==> src/rtl/bsm_pkg.sv <==
// bsm_pkg: shared types and codes for the bank switch mapper
// no dependencies; used by the interfaces, the mapper core and the checker

package bsm_pkg;

  localparam int unsigned ActionW   = 3;
  localparam int unsigned AddrW     = 16;
  localparam int unsigned DataW     = 8;
  localparam int unsigned PhysW     = 19;
  localparam int unsigned PrgCountW = 6;
  localparam int unsigned ChrSizeW  = 9;
  localparam int unsigned CfgIdxW   = 2;
  localparam int unsigned CfgDataW  = 9;
  localparam int unsigned PrgRegs   = 2;
  localparam int unsigned ChrRegs   = 6;
  localparam int unsigned PrgBankW  = 6;
  localparam int unsigned ChrBankW  = 8;

  // actions
  localparam logic [ActionW-1:0] ActCpuRd    = 3'd0;
  localparam logic [ActionW-1:0] ActCpuWr    = 3'd1;
  localparam logic [ActionW-1:0] ActPpuRd    = 3'd2;
  localparam logic [ActionW-1:0] ActPpuWr    = 3'd3;
  localparam logic [ActionW-1:0] ActScanline = 3'd4;
  localparam logic [ActionW-1:0] ActIrqAck   = 3'd5;

  // cpu write regions, address bits 14:13
  localparam logic [1:0] RegionBank     = 2'd0;
  localparam logic [1:0] RegionMirror   = 2'd1;
  localparam logic [1:0] RegionIrqLatch = 2'd2;
  localparam logic [1:0] RegionIrqCtl   = 2'd3;

  // configuration register indexes
  localparam logic [CfgIdxW-1:0] CfgPrgBankCount = 2'd0;
  localparam logic [CfgIdxW-1:0] CfgChrSizeKb    = 2'd1;

  localparam logic [PrgCountW-1:0] PrgCountReset = 6'd2;
  localparam logic [PrgCountW-1:0] PrgCountMax   = 6'd32;
  localparam logic [ChrSizeW-1:0]  ChrSizeReset  = 9'd256;

  typedef struct packed {
    logic [PrgRegs-1:0][PrgBankW-1:0] prg_bank;
    logic [ChrRegs-1:0][ChrBankW-1:0] chr_bank;
    logic                             prg_mode;
    logic                             chr_invert;
    logic [PrgCountW-1:0]             prg_count;
    logic [ChrSizeW-1:0]              chr_size;
  } bsm_map_state_t;

endpackage

==> src/rtl/bsm_if.sv <==
// bsm_if: valid/ready channel interfaces for events, results and config writes
// depends on bsm_pkg

interface bsm_in_if import bsm_pkg::*; ();
  logic               valid;
  logic               ready;
  logic [ActionW-1:0] action;
  logic [AddrW-1:0]   address;
  logic [DataW-1:0]   write_data;

  modport source (output valid, action, address, write_data, input ready);
  modport sink   (input valid, action, address, write_data, output ready);
endinterface

interface bsm_out_if import bsm_pkg::*; ();
  logic             valid;
  logic             ready;
  logic             handled;
  logic [PhysW-1:0] physical_address;
  logic             irq_line;
  logic             mirror_horizontal;

  modport source (output valid, handled, physical_address, irq_line, mirror_horizontal,
                  input ready);
  modport sink   (input valid, handled, physical_address, irq_line, mirror_horizontal,
                  output ready);
endinterface

interface bsm_cfg_if import bsm_pkg::*; ();
  logic                valid;
  logic                ready;
  logic [CfgIdxW-1:0]  index;
  logic [CfgDataW-1:0] data;

  modport source (output valid, index, data, input ready);
  modport sink   (input valid, index, data, output ready);
endinterface

==> src/rtl/bsm_map.sv <==
// bsm_map: combinational prg/chr address translation and range check
// depends on bsm_pkg

module bsm_map import bsm_pkg::*; (
  input  logic [ActionW-1:0] action,
  input  logic [AddrW-1:0]   address,
  input  bsm_map_state_t     st,
  output logic               hit,
  output logic [PhysW-1:0]   phys
);

  logic [PrgCountW-1:0] count;
  logic [PrgCountW:0]   bank_limit;
  logic [PrgCountW:0]   prg_bank;
  logic [1:0]           win;
  logic                 cpu_hit;
  logic [2:0]           slot;
  logic [2:0]           chr_idx;
  logic [ChrBankW-1:0]  chr_reg;
  logic [ChrBankW-1:0]  chr_kb;
  logic                 ppu_hit;

  assign count      = (st.prg_count > PrgCountMax) ? PrgCountMax : st.prg_count;
  assign bank_limit = {count, 1'b0};
  assign win        = address[14:13];

  always_comb begin
    if (win == 2'd1) begin
      prg_bank = {1'b0, st.prg_bank[1]};
    end else if (win == 2'd3) begin
      prg_bank = bank_limit - 7'd1;
    end else if ((win == 2'd0) == st.prg_mode) begin
      prg_bank = bank_limit - 7'd2;
    end else begin
      prg_bank = {1'b0, st.prg_bank[0]};
    end
  end

  assign cpu_hit = address[15] && (count != '0) && (prg_bank < bank_limit);

  // 2KB slots take the even bank plus address bit 10
  assign slot    = address[12:10] ^ {st.chr_invert, 2'b00};
  assign chr_idx = slot[2] ? (slot - 3'd2) : {2'b00, slot[1]};
  assign chr_reg = st.chr_bank[chr_idx];
  assign chr_kb  = slot[2] ? chr_reg : {chr_reg[7:1], address[10]};
  assign ppu_hit = (address[15:13] == 3'd0) && ({1'b0, chr_kb} < st.chr_size);

  always_comb begin
    hit  = 1'b0;
    phys = '0;
    case (action)
      ActCpuRd: begin
        hit  = cpu_hit;
        phys = cpu_hit ? {prg_bank[5:0], address[12:0]} : '0;
      end
      ActCpuWr: begin
        hit = address[15];
      end
      ActPpuRd: begin
        hit  = ppu_hit;
        phys = ppu_hit ? {1'b0, chr_kb, address[9:0]} : '0;
      end
      default: begin
        hit  = 1'b0;
        phys = '0;
      end
    endcase
  end

endmodule

==> src/rtl/bank_switch_mapper_scanline_irq.sv <==
// bank_switch_mapper_scanline_irq: cartridge bank mapper with scanline irq counter
// depends on bsm_pkg, bsm_if interfaces and bsm_map
//
// usage
//   in_if:  one event per transfer (cpu read/write, ppu read/write, scanline
//           tick, irq acknowledge) with address and write byte
//   out_if: exactly one result per event: handled flag, physical prg/chr
//           offset for reads, irq line and mirroring after the event
//   cfg_if: writes prg bank count (index 0) and chr size in kb (index 1);
//           always ready, write only while no event is in flight
// timing
//   the result of an event is in the output register in the cycle after its
//   transfer; one event per cycle sustained while out_if.ready stays high,
//   set by the single output stage; in_if.ready drops only while a result
//   is held and out_if.ready is low; a stalled result holds steady until taken
// reset
//   synchronous, active low: bank registers return to their defaults,
//   mirroring vertical, irq counter and flags clear, output empty

module bank_switch_mapper_scanline_irq import bsm_pkg::*; (
  input  logic clk,
  input  logic rst_n,
  bsm_in_if.sink    in_if,
  bsm_out_if.source out_if,
  bsm_cfg_if.sink   cfg_if
);

  logic [PrgRegs-1:0][PrgBankW-1:0] prg_bank_r, prg_bank_nxt;
  logic [ChrRegs-1:0][ChrBankW-1:0] chr_bank_r, chr_bank_nxt;
  logic [2:0]           bank_sel_r, bank_sel_nxt;
  logic                 prg_mode_r, prg_mode_nxt;
  logic                 chr_invert_r, chr_invert_nxt;
  logic                 mirror_r, mirror_nxt;
  logic [7:0]           irq_count_r, irq_count_nxt;
  logic [7:0]           irq_reload_r, irq_reload_nxt;
  logic                 irq_en_r, irq_en_nxt;
  logic                 irq_pend_r, irq_pend_nxt;
  logic                 reload_req_r, reload_req_nxt;
  logic [PrgCountW-1:0] prg_count_r;
  logic [ChrSizeW-1:0]  chr_size_r;

  logic                 out_valid_r;
  logic                 out_handled_r;
  logic [PhysW-1:0]     out_phys_r;
  logic                 out_irq_r;
  logic                 out_mirror_r;

  logic                 in_xfer;
  logic                 map_hit;
  logic [PhysW-1:0]     map_phys;
  bsm_map_state_t       map_st;
  logic [1:0]           region;
  logic                 odd;
  logic [DataW-1:0]     wdata;

  assign in_if.ready  = !out_valid_r || out_if.ready;
  assign in_xfer      = in_if.valid && in_if.ready;
  assign cfg_if.ready = 1'b1;

  assign map_st.prg_bank   = prg_bank_r;
  assign map_st.chr_bank   = chr_bank_r;
  assign map_st.prg_mode   = prg_mode_r;
  assign map_st.chr_invert = chr_invert_r;
  assign map_st.prg_count  = prg_count_r;
  assign map_st.chr_size   = chr_size_r;

  bsm_map u_map (
    .action  (in_if.action),
    .address (in_if.address),
    .st      (map_st),
    .hit     (map_hit),
    .phys    (map_phys)
  );

  assign region = in_if.address[14:13];
  assign odd    = in_if.address[0];
  assign wdata  = in_if.write_data;

  always_comb begin
    prg_bank_nxt   = prg_bank_r;
    chr_bank_nxt   = chr_bank_r;
    bank_sel_nxt   = bank_sel_r;
    prg_mode_nxt   = prg_mode_r;
    chr_invert_nxt = chr_invert_r;
    mirror_nxt     = mirror_r;
    irq_count_nxt  = irq_count_r;
    irq_reload_nxt = irq_reload_r;
    irq_en_nxt     = irq_en_r;
    irq_pend_nxt   = irq_pend_r;
    reload_req_nxt = reload_req_r;
    if (in_xfer) begin
      case (in_if.action)
        ActCpuWr: begin
          if (in_if.address[15]) begin
            case (region)
              RegionBank: begin
                if (!odd) begin
                  bank_sel_nxt   = wdata[2:0];
                  prg_mode_nxt   = wdata[6];
                  chr_invert_nxt = wdata[7];
                end else if (bank_sel_r < 3'd2) begin
                  chr_bank_nxt[bank_sel_r] = {wdata[7:1], 1'b0};
                end else if (bank_sel_r < 3'd6) begin
                  chr_bank_nxt[bank_sel_r] = wdata;
                end else begin
                  prg_bank_nxt[bank_sel_r[0]] = wdata[5:0];
                end
              end
              RegionMirror: begin
                if (!odd) begin
                  mirror_nxt = wdata[0];
                end
              end
              RegionIrqLatch: begin
                if (!odd) begin
                  irq_reload_nxt = wdata;
                end else begin
                  reload_req_nxt = 1'b1;
                end
              end
              RegionIrqCtl: begin
                if (!odd) begin
                  irq_en_nxt   = 1'b0;
                  irq_pend_nxt = 1'b0;
                end else begin
                  irq_en_nxt = 1'b1;
                end
              end
              default: begin
                mirror_nxt = mirror_r;
              end
            endcase
          end
        end
        ActScanline: begin
          if (irq_count_r == 8'd0 || reload_req_r) begin
            irq_count_nxt  = irq_reload_r;
            reload_req_nxt = 1'b0;
          end else begin
            irq_count_nxt = irq_count_r - 8'd1;
          end
          if (irq_count_nxt == 8'd0 && irq_en_r) begin
            irq_pend_nxt = 1'b1;
          end
        end
        ActIrqAck: begin
          irq_pend_nxt = 1'b0;
        end
        default: begin
          irq_pend_nxt = irq_pend_r;
        end
      endcase
    end
  end

  always_ff @(posedge clk) begin
    if (!rst_n) begin
      prg_bank_r   <= {6'd1, 6'd0};
      chr_bank_r   <= {8'd5, 8'd4, 8'd3, 8'd2, 8'd1, 8'd0};
      bank_sel_r   <= '0;
      prg_mode_r   <= 1'b0;
      chr_invert_r <= 1'b0;
      mirror_r     <= 1'b0;
      irq_count_r  <= '0;
      irq_reload_r <= '0;
      irq_en_r     <= 1'b0;
      irq_pend_r   <= 1'b0;
      reload_req_r <= 1'b0;
      prg_count_r  <= PrgCountReset;
      chr_size_r   <= ChrSizeReset;
      out_valid_r  <= 1'b0;
    end else begin
      prg_bank_r   <= prg_bank_nxt;
      chr_bank_r   <= chr_bank_nxt;
      bank_sel_r   <= bank_sel_nxt;
      prg_mode_r   <= prg_mode_nxt;
      chr_invert_r <= chr_invert_nxt;
      mirror_r     <= mirror_nxt;
      irq_count_r  <= irq_count_nxt;
      irq_reload_r <= irq_reload_nxt;
      irq_en_r     <= irq_en_nxt;
      irq_pend_r   <= irq_pend_nxt;
      reload_req_r <= reload_req_nxt;
      if (cfg_if.valid) begin
        case (cfg_if.index)
          CfgPrgBankCount: prg_count_r <= cfg_if.data[PrgCountW-1:0];
          CfgChrSizeKb:    chr_size_r  <= cfg_if.data[ChrSizeW-1:0];
          default: begin
            prg_count_r <= prg_count_r;
          end
        endcase
      end
      if (in_xfer) begin
        out_valid_r <= 1'b1;
      end else if (out_if.ready) begin
        out_valid_r <= 1'b0;
      end
    end
  end

  // result payload, no reset needed
  always_ff @(posedge clk) begin
    if (in_xfer) begin
      out_handled_r <= map_hit;
      out_phys_r    <= map_phys;
      out_irq_r     <= irq_pend_nxt;
      out_mirror_r  <= mirror_nxt;
    end
  end

  assign out_if.valid             = out_valid_r;
  assign out_if.handled           = out_handled_r;
  assign out_if.physical_address  = out_phys_r;
  assign out_if.irq_line          = out_irq_r;
  assign out_if.mirror_horizontal = out_mirror_r;

endmodule

==> src/flat_wrapper.sv <==
// flat-port wrapper written by rule: the top's interface ports become plain ports
module bank_switch_mapper_scanline_irq_flat import bsm_pkg::*;
  (clk, rst_n, in_if_valid, in_if_action, in_if_address, in_if_write_data, in_if_ready, out_if_valid, out_if_handled, out_if_physical_address, out_if_irq_line, out_if_mirror_horizontal, out_if_ready, cfg_if_valid, cfg_if_index, cfg_if_data, cfg_if_ready);
  bsm_in_if in_if_i ();
  bsm_out_if out_if_i ();
  bsm_cfg_if cfg_if_i ();
  input  logic clk;
  input  logic rst_n;
  input wire logic [$bits(in_if_i.valid)-1:0] in_if_valid;
  input wire logic [$bits(in_if_i.action)-1:0] in_if_action;
  input wire logic [$bits(in_if_i.address)-1:0] in_if_address;
  input wire logic [$bits(in_if_i.write_data)-1:0] in_if_write_data;
  output wire logic [$bits(in_if_i.ready)-1:0] in_if_ready;
  output wire logic [$bits(out_if_i.valid)-1:0] out_if_valid;
  output wire logic [$bits(out_if_i.handled)-1:0] out_if_handled;
  output wire logic [$bits(out_if_i.physical_address)-1:0] out_if_physical_address;
  output wire logic [$bits(out_if_i.irq_line)-1:0] out_if_irq_line;
  output wire logic [$bits(out_if_i.mirror_horizontal)-1:0] out_if_mirror_horizontal;
  input wire logic [$bits(out_if_i.ready)-1:0] out_if_ready;
  input wire logic [$bits(cfg_if_i.valid)-1:0] cfg_if_valid;
  input wire logic [$bits(cfg_if_i.index)-1:0] cfg_if_index;
  input wire logic [$bits(cfg_if_i.data)-1:0] cfg_if_data;
  output wire logic [$bits(cfg_if_i.ready)-1:0] cfg_if_ready;
  assign in_if_i.valid = in_if_valid;
  assign in_if_i.action = in_if_action;
  assign in_if_i.address = in_if_address;
  assign in_if_i.write_data = in_if_write_data;
  assign in_if_ready = in_if_i.ready;
  assign out_if_valid = out_if_i.valid;
  assign out_if_handled = out_if_i.handled;
  assign out_if_physical_address = out_if_i.physical_address;
  assign out_if_irq_line = out_if_i.irq_line;
  assign out_if_mirror_horizontal = out_if_i.mirror_horizontal;
  assign out_if_i.ready = out_if_ready;
  assign cfg_if_i.valid = cfg_if_valid;
  assign cfg_if_i.index = cfg_if_index;
  assign cfg_if_i.data = cfg_if_data;
  assign cfg_if_ready = cfg_if_i.ready;
  bank_switch_mapper_scanline_irq u_core (.clk(clk), .rst_n(rst_n), .in_if(in_if_i), .out_if(out_if_i), .cfg_if(cfg_if_i));
endmodule
==> config.mk <==
export PLATFORM = sky130hd
export DESIGN_NAME = bank_switch_mapper_scanline_irq_flat
export DESIGN_NICKNAME = d
export VERILOG_FILES = /design/src/rtl/bsm_pkg.sv /design/src/rtl/bsm_if.sv /design/src/rtl/bsm_map.sv /design/src/rtl/bank_switch_mapper_scanline_irq.sv /design/src/flat_wrapper.sv
export SDC_FILE = /design/constraint.sdc
export NUM_CORES = 1
export LEC_CHECK = 0
export BUFFER_PORTS_ARGS = -buffer_cell sky130_fd_sc_hd__clkbuf_2
export CORE_MARGIN = 2
export CORE_UTILIZATION = 44
export CTS_BUF_LIST = sky130_fd_sc_hd__clkbuf_2
export DETAILED_ROUTE_END_ITERATION = 10
export SYNTH_ARGS = -nofsm -noshare
export SYNTH_HDL_FRONTEND = slang
export SYNTH_SLANG_ARGS = --single-unit
export TNS_END_PERCENT = 30
==> constraint.sdc <==
create_clock -name clk -period 9.8 [get_ports clk]
set_input_delay 1.47 -clock clk [delete_from_list [all_inputs] [get_ports clk]]
set_output_delay 1.47 -clock clk [all_outputs]
set_load 0.03 [all_outputs]
==> results of run 1 <==
cell families after synthesis:
family | Yosys count | synth area share (%)
AOI/OAI and AO/OA | 150 | 16.3
xor gates and xnor gates | 6 | 0.882
adders and majority gates | 16 | 3.36
buffers and inverters | 67 | 4.70
DFF | 121 | 44.4
muxes | 51 | 8.82
other | 1 | 0.0630
and+or+nand+nor | 246 | 21.5
critical path: cells and delay by family:
kind                       cells  cell delay [ns]
AOI/OAI and AO/OA              4             1.32
adders and majority gates      1             0.34
buffers and inverters          1             0.45
muxes                          1             0.28
and+or+nand+nor                4             0.48
per-stage QoR:
step,hold slack [ns],util [%],instance area [um^2]
finish,0.467,49.7,6580
global route,0.484,49.7,6580
CTS,0.471,49.7,6580
detailed placement,0.451,48.0,6350
global placement,0.444,48.0,6350
floorplan,0.433,-,5960
where the power goes:
part	switching (mW)	leakage, nW	internal, mW
Clock	0.180	0.156	0.141
Sequential	0.00475	1.02	0.515
Combinational	0.0700	1.44	0.0348
Total	0.255	2.62	0.690
state kept, by name, indices dropped and copies added, names as in the netlist, 3 cells and up:
name                            cells
u_core.chr_size_r                   9
u_core.out_if.physical_address     19
u_core.irq_count_r                  8
u_core.bank_sel_r                   3
u_core.chr_bank_r                  46
u_core.map_st                      12
u_core.prg_count_r                  6
u_core.irq_reload_r                 8
cell type report:
class | instances | area [um^2]
Multi-Input combinational cell | 470 | 3030
Fill cell | 1283 | 6660
Timing Repair Buffer | 71 | 368
Sequential cell | 121 | 2640
Tap cell | 176 | 220
Clock buffer | 20 | 100
Inverter | 23 | 86.3
Clock inverter | 12 | 131
worst paths after layout:
path                                                         start                                               to  slack, ns
worst max register to register  u_core.prg_count_r[5]$_SDFFE_PN0P_  u_core.out_if.physical_address[8]$_SDFFCE_PN0P_       6.23
worst max-delay path                             in_if_address[10]  u_core.out_if.physical_address[8]$_SDFFCE_PN0P_       5.88
worst min register to register  u_core.chr_bank_r[37]$_SDFFE_PN0P_               u_core.chr_bank_r[37]$_SDFFE_PN0P_       0.47
worst min-delay path            u_core.chr_bank_r[37]$_SDFFE_PN0P_               u_core.chr_bank_r[37]$_SDFFE_PN0P_       0.47
metal layers:
layer / track usage (%) / up-vias / routed length [um]
li1: - / 2465 / -
met1: 27.8 / 2240 / 6750
met2: 31.8 / 164 / 6530
met3: 5.66 / 19 / 842
met4: 8.07 / 0 / 298
met5: 0 / - / 0
cells in the final DEF (no fill, tap or decap), types with 9 or more instances in the layout:
cell | Yosys | final
a21oi_1 | 13 | 13
o21ai_0 | 51 | 51
dfxtp_1 | 99 | 99
o21ai_1 | 19 | 19
edfxtp_1 | 22 | 22
mux2i_1 | 48 | 48
nor2_1 | 50 | 50
nand3_1 | 48 | 48
inv_1 | 22 | 22
clkbuf_2 | 0 | 85
ha_1 | 16 | 16
nor2b_2 | 9 | 9
o211ai_1 | 10 | 10
nor3_1 | 10 | 10
nand2_1 | 79 | 79
==> impl_metrics.toml, run 1 <==
[floorplanning]
start_util_pct = 45.0
die_h_um = 120
die_w_um = 120
rows = 42
dieArea_mm2 = 0.0145
ios = 68
core_area_mm2 = 0.0132

[global_route]
gr-total-overflow = 0
grt_pass1_wl_um = 23400
grt_max_degree = 101
track_usage_pct = 20.7
antenna_found_initial = 0
grt_pass1_vias = 4579

[pwr]
pwr_density_cell_mw_per_mm2 = 144
p_total_mw = 0.945
vdd_drop_max_mv = 0.105
power.leakage_nw = 2.62

[detailed_routing]
post_drt_wl_per_cell_um = 16.1
vias = 4888
dr.pass1.iters = 5
drc = 0
wirelength_um = 14400
ant_nets = 0
drtIter0Drc = 352
via_per_inst = 5.47

[place]
hpwl_um = 10400
post-place-ws_ns = 5.15
gp_congestion = 0.920
numPortBuffers = 66
dp.cells = 861

[yosys]
yosysWarningCount = 0
synth_edf_count = 22
yosysUniqueCellTypes = 69
yosysSeqAreaShare_pct = 44.4
postSynth.asyncResetShare_pct = 0
synth_top_area_share_pct = 33.3
synth.cells.most_frequent = "dfxtp_1, nand2_1, o21ai_0"
syn_area_mm2 = 0.00596
ys_ff_latch = 121
yosys-top-cells-area = "dfxtp_1, edfxtp_1, mux2i_1, nand2_1, o21ai_0"
syn_area_per_cell_um2 = 9.05
synth_ff_type = "dfxtp_1"
yosysMostFrequentCell = "dfxtp_1"
postSynthCellCount = 658
synth_largest_area_cell = "dfxtp_1"
synth_nets = 717

[timing]
max_slew_margin_pct = 26.4
fin_skew_ns = 0.0208
worst_pin_slew_ns = 1.10
setup_viol = 0
hold_violations = 0
drv_slew = 0
finalCriticalPeriod_ns = 3.92
finalCritPeriodShare_pct = 40.0
tns_ns = 0
fin_ws_ns = 5.88
fmax_mhz = 255
grt_setup_unrepaired = "no"

[clocking]
root_buffer = "clkbuf_2"
clk_pin_slew_ns = 0.15
cts-resized-gates = 0
cts_setup_buffers = 0
cts.sinks = 121
htreeDepth = 4
cts_tree = "built"
clkLatencyLatePin_ns = 0.69
clockBufferDepth = 2
ctsHoldBuffers = 0
numCtsBuffers = 17

[setup_path]
crit_path_cell_trace = "clkbuf_2, mux2i_1, nand2_1, o211ai_1, o21ai_0, ha_1, and4b_1, nand3_1, a311o_1, a21oi_2, nor2b_2"
cp_max_fo = 16
worst-r2r-cell-count = 12
cp.required_ns = 10.22
path_class = "in -> reg"
cp_slowest_stage_delay_ns = 0.63
arrival_ns = 4.34
critPathLaunchType = "input port"
critPathSlowestCell = "a21oi_2"
cp-end-kind = "register"

[cells_and_area]
final_nets = 763
layout-drive-gt1-share_pct = 18.7
diodes = 0
final_cells = 893
syn_to_final_growth_pct = 10.5

[min_path]
holdPathStages = 2
min_path_type = "reg -> reg"

[run]
max_cap_viol_count = 0

[outcome]
outcome = "finished, final reports clean"
No activity file was read; power rests on OpenSTA's default activity.
==> run 2, diff against run 1 <==
==> constraint.sdc (replaced) <==
create_clock -name clk -period 4.05 [get_ports clk]
set_input_delay 0.6075 -clock clk [delete_from_list [all_inputs] [get_ports clk]]
set_output_delay 0.6075 -clock clk [all_outputs]
set_load 0.03 [all_outputs]
==> impl_metrics.toml, run 2 (synthesized netlist as in run 1, its figures left out) <==
[cells_and_area]
multi_input_area_mm2 = 0.00303
syn_to_final_growth_pct = 10.9
final_nets = 766
final_cells = 897
layout-drive-gt1-share_pct = 18.8
seq_area_mm2 = 0.00264
mostFrequentLayoutCell = "dfxtp_1"
top_register = "u_core.chr_bank_r"
layout_common_cells = "dfxtp_1, clkbuf_2, nand2_1"
largest_reg_flops = 46
fillers = 1299

[timing]
worst_pin_slew_ns = 1.09
drv_slew = 0
finalCriticalPeriod_ns = 3.61
fin_skew_ns = 0.0191
finalCritPeriodShare_pct = 89.2
fmax_mhz = 277
hold_violations = 0
max_slew_margin_pct = 26.9
grt_setup_unrepaired = "no"
setup_viol = 0
tns_ns = 0

[clocking]
clk_pin_slew_ns = 0.17
cts-resized-gates = 0
htreeDepth = 4
clockBufferDepth = 2
root_buffer = "clkbuf_2"
cts.sinks = 121
cts_setup_buffers = 0
ctsHoldBuffers = 0
numCtsBuffers = 17
cts_tree = "built"
clkLatencyLatePin_ns = 0.70

[detailed_routing]
drc = 0
via_per_inst = 5.48
wirelength_um = 14600
dr.pass1.iters = 5
post_drt_wl_per_cell_um = 16.3
ant_nets = 0
drtIter0Drc = 294
vias = 4919

[floorplanning]
die_h_um = 120
rows = 42
die_w_um = 120
ios = 68
core_area_mm2 = 0.0132
start_util_pct = 45.0
dieArea_mm2 = 0.0145

[pwr]
vdd_drop_max_mv = 0.134
power.leakage_nw = 2.62
pwr_density_cell_mw_per_mm2 = 348
p_total_mw = 2.30

[setup_path]
critPathSlowestCell = "a211oi_4"
cp-end-kind = "register"
arrival_ns = 4.19
crit_path_cell_trace = "inv_1, nand2_1, ha_1, inv_1, a22oi_1, o21ai_0, ha_1, or3b_1, a221o_1, a211oi_4, a21oi_2, nor2b_2"
rr_endpoint = "u_core.out_if.physical_address[7]$_SDFFCE_PN0P_"
r2r_setup_slack_ns = 0.44
cp_slowest_stage_delay_ns = 0.54
cp.required_ns = 4.62
r2r-start = "u_core.prg_count_r[5]$_SDFFE_PN0P_"
crit_family = "compound AO/OA/AOI/OAI gates"
crit_buf_inv = 2
critPathLaunchType = "register"
cp_max_fo = 11
worst-r2r-cell-count = 12
path_class = "reg -> reg"

[global_route]
gr-total-overflow = 0
grt_pass1_wl_um = 23700
antenna_found_initial = 1
grt_pass1_vias = 4662
track_usage_pct = 21.2
grt_max_degree = 46

[place]
gp_congestion = 0.854
dp.cells = 864
hpwl_um = 10400
numPortBuffers = 66

[min_path]
hold_end = "u_core.chr_size_r[6]$_SDFFE_PN0P_"
min_path_type = "in -> reg"
worstHoldStart = "cfg_if_data[6]"
holdPathStages = 3

[outcome]
outcome = "finished, final reports clean"

[run]
max_cap_viol_count = 0
## run 2: cell count changes in the layout (fill, tap and decap cells not counted)
cell        before  now
clkinvlp_4       0    1
clkinv_2         6    4
diode_2          0    1
clkinv_1         3    5
buf_4            5    8
inv_2            1    0
## run 2: worst min-delay path: cells and delay by family
family / cells / cell delay, ns
buf+inv: 1 / 0.08
simple gates: 1 / 0.07
mux: 1 / 0.05
## run 2: per-stage QoR
stage / setup slack (ns) / hold slack [ns] / instance area (um^2) / utilization, %
6_report: 0.439 / 0.133 / 6610 / 49.9
5_1_grt: 0.253 / 0.0732 / 6610 / 49.9
4_1_cts: 0.467 / 0.0761 / 6610 / 49.9
3_5_place_dp: 0.311 / 0.448 / 6370 / 48.1
3_3_place_gp: 0.407 / 0.442 / 6370 / 48.1
2_1_floorplan: 0.756 / 0.433 / 5960 / -
## run 2: power by group
part	switching, mW	total, mW	internal (mW)	leakage (nW)
Clock	0.447	0.787	0.339	0.148
Combinational	0.171	0.257	0.0861	1.45
Sequential	0.0114	1.26	1.25	1.02
Total	0.630	2.30	1.67	2.62
## run 2: worst max-delay path by stage
stage	startpoint	to	slack [ns]	cells past startpoint
after global routing	u_core.prg_count_r[5]$_SDFFE_PN0P_	u_core.out_if.handled$_SDFFCE_PN0P_	0.25	12
after detailed placement	in_if_address[13]	u_core.out_if.physical_address[5]$_SDFFCE_PN0P_	0.31	11
after CTS	u_core.prg_count_r[5]$_SDFFE_PN0P_	u_core.out_if.handled$_SDFFCE_PN0P_	0.47	12
after global placement	in_if_address[10]	u_core.out_if.handled$_SDFFCE_PN0P_	0.41	11
after floorplan	in_if_address[10]	u_core.out_if.physical_address[13]$_SDFFCE_PN0P_	0.76	13
final	u_core.prg_count_r[5]$_SDFFE_PN0P_	u_core.out_if.physical_address[7]$_SDFFCE_PN0P_	0.44	12
## run 2: layout make-up
| type | count | share of cell area, % |
|---|---|---|
| multi-input cells | 470 | 45.9 |
| inverters | 23 | 1.31 |
| well taps | 176 | 3.33 |
| clock buffers | 20 | 1.51 |
| repair buffers | 74 | 5.91 |
| diodes | 1 | 0.0379 |
| flip-flops and latches | 121 | 40.0 |
| clock inverters | 12 | 2.01 |
## run 2: metal layers
metal | vias up | part of all wire [%] | global-route usage [%]
li1 | 2467 | - | -
met1 | 2316 | 48 | 28.0
met2 | 116 | 46 | 33.8
met3 | 20 | 4.5 | 4.53
met4 | 0 | 1.8 | 8.43
met5 | - | 0 | 0
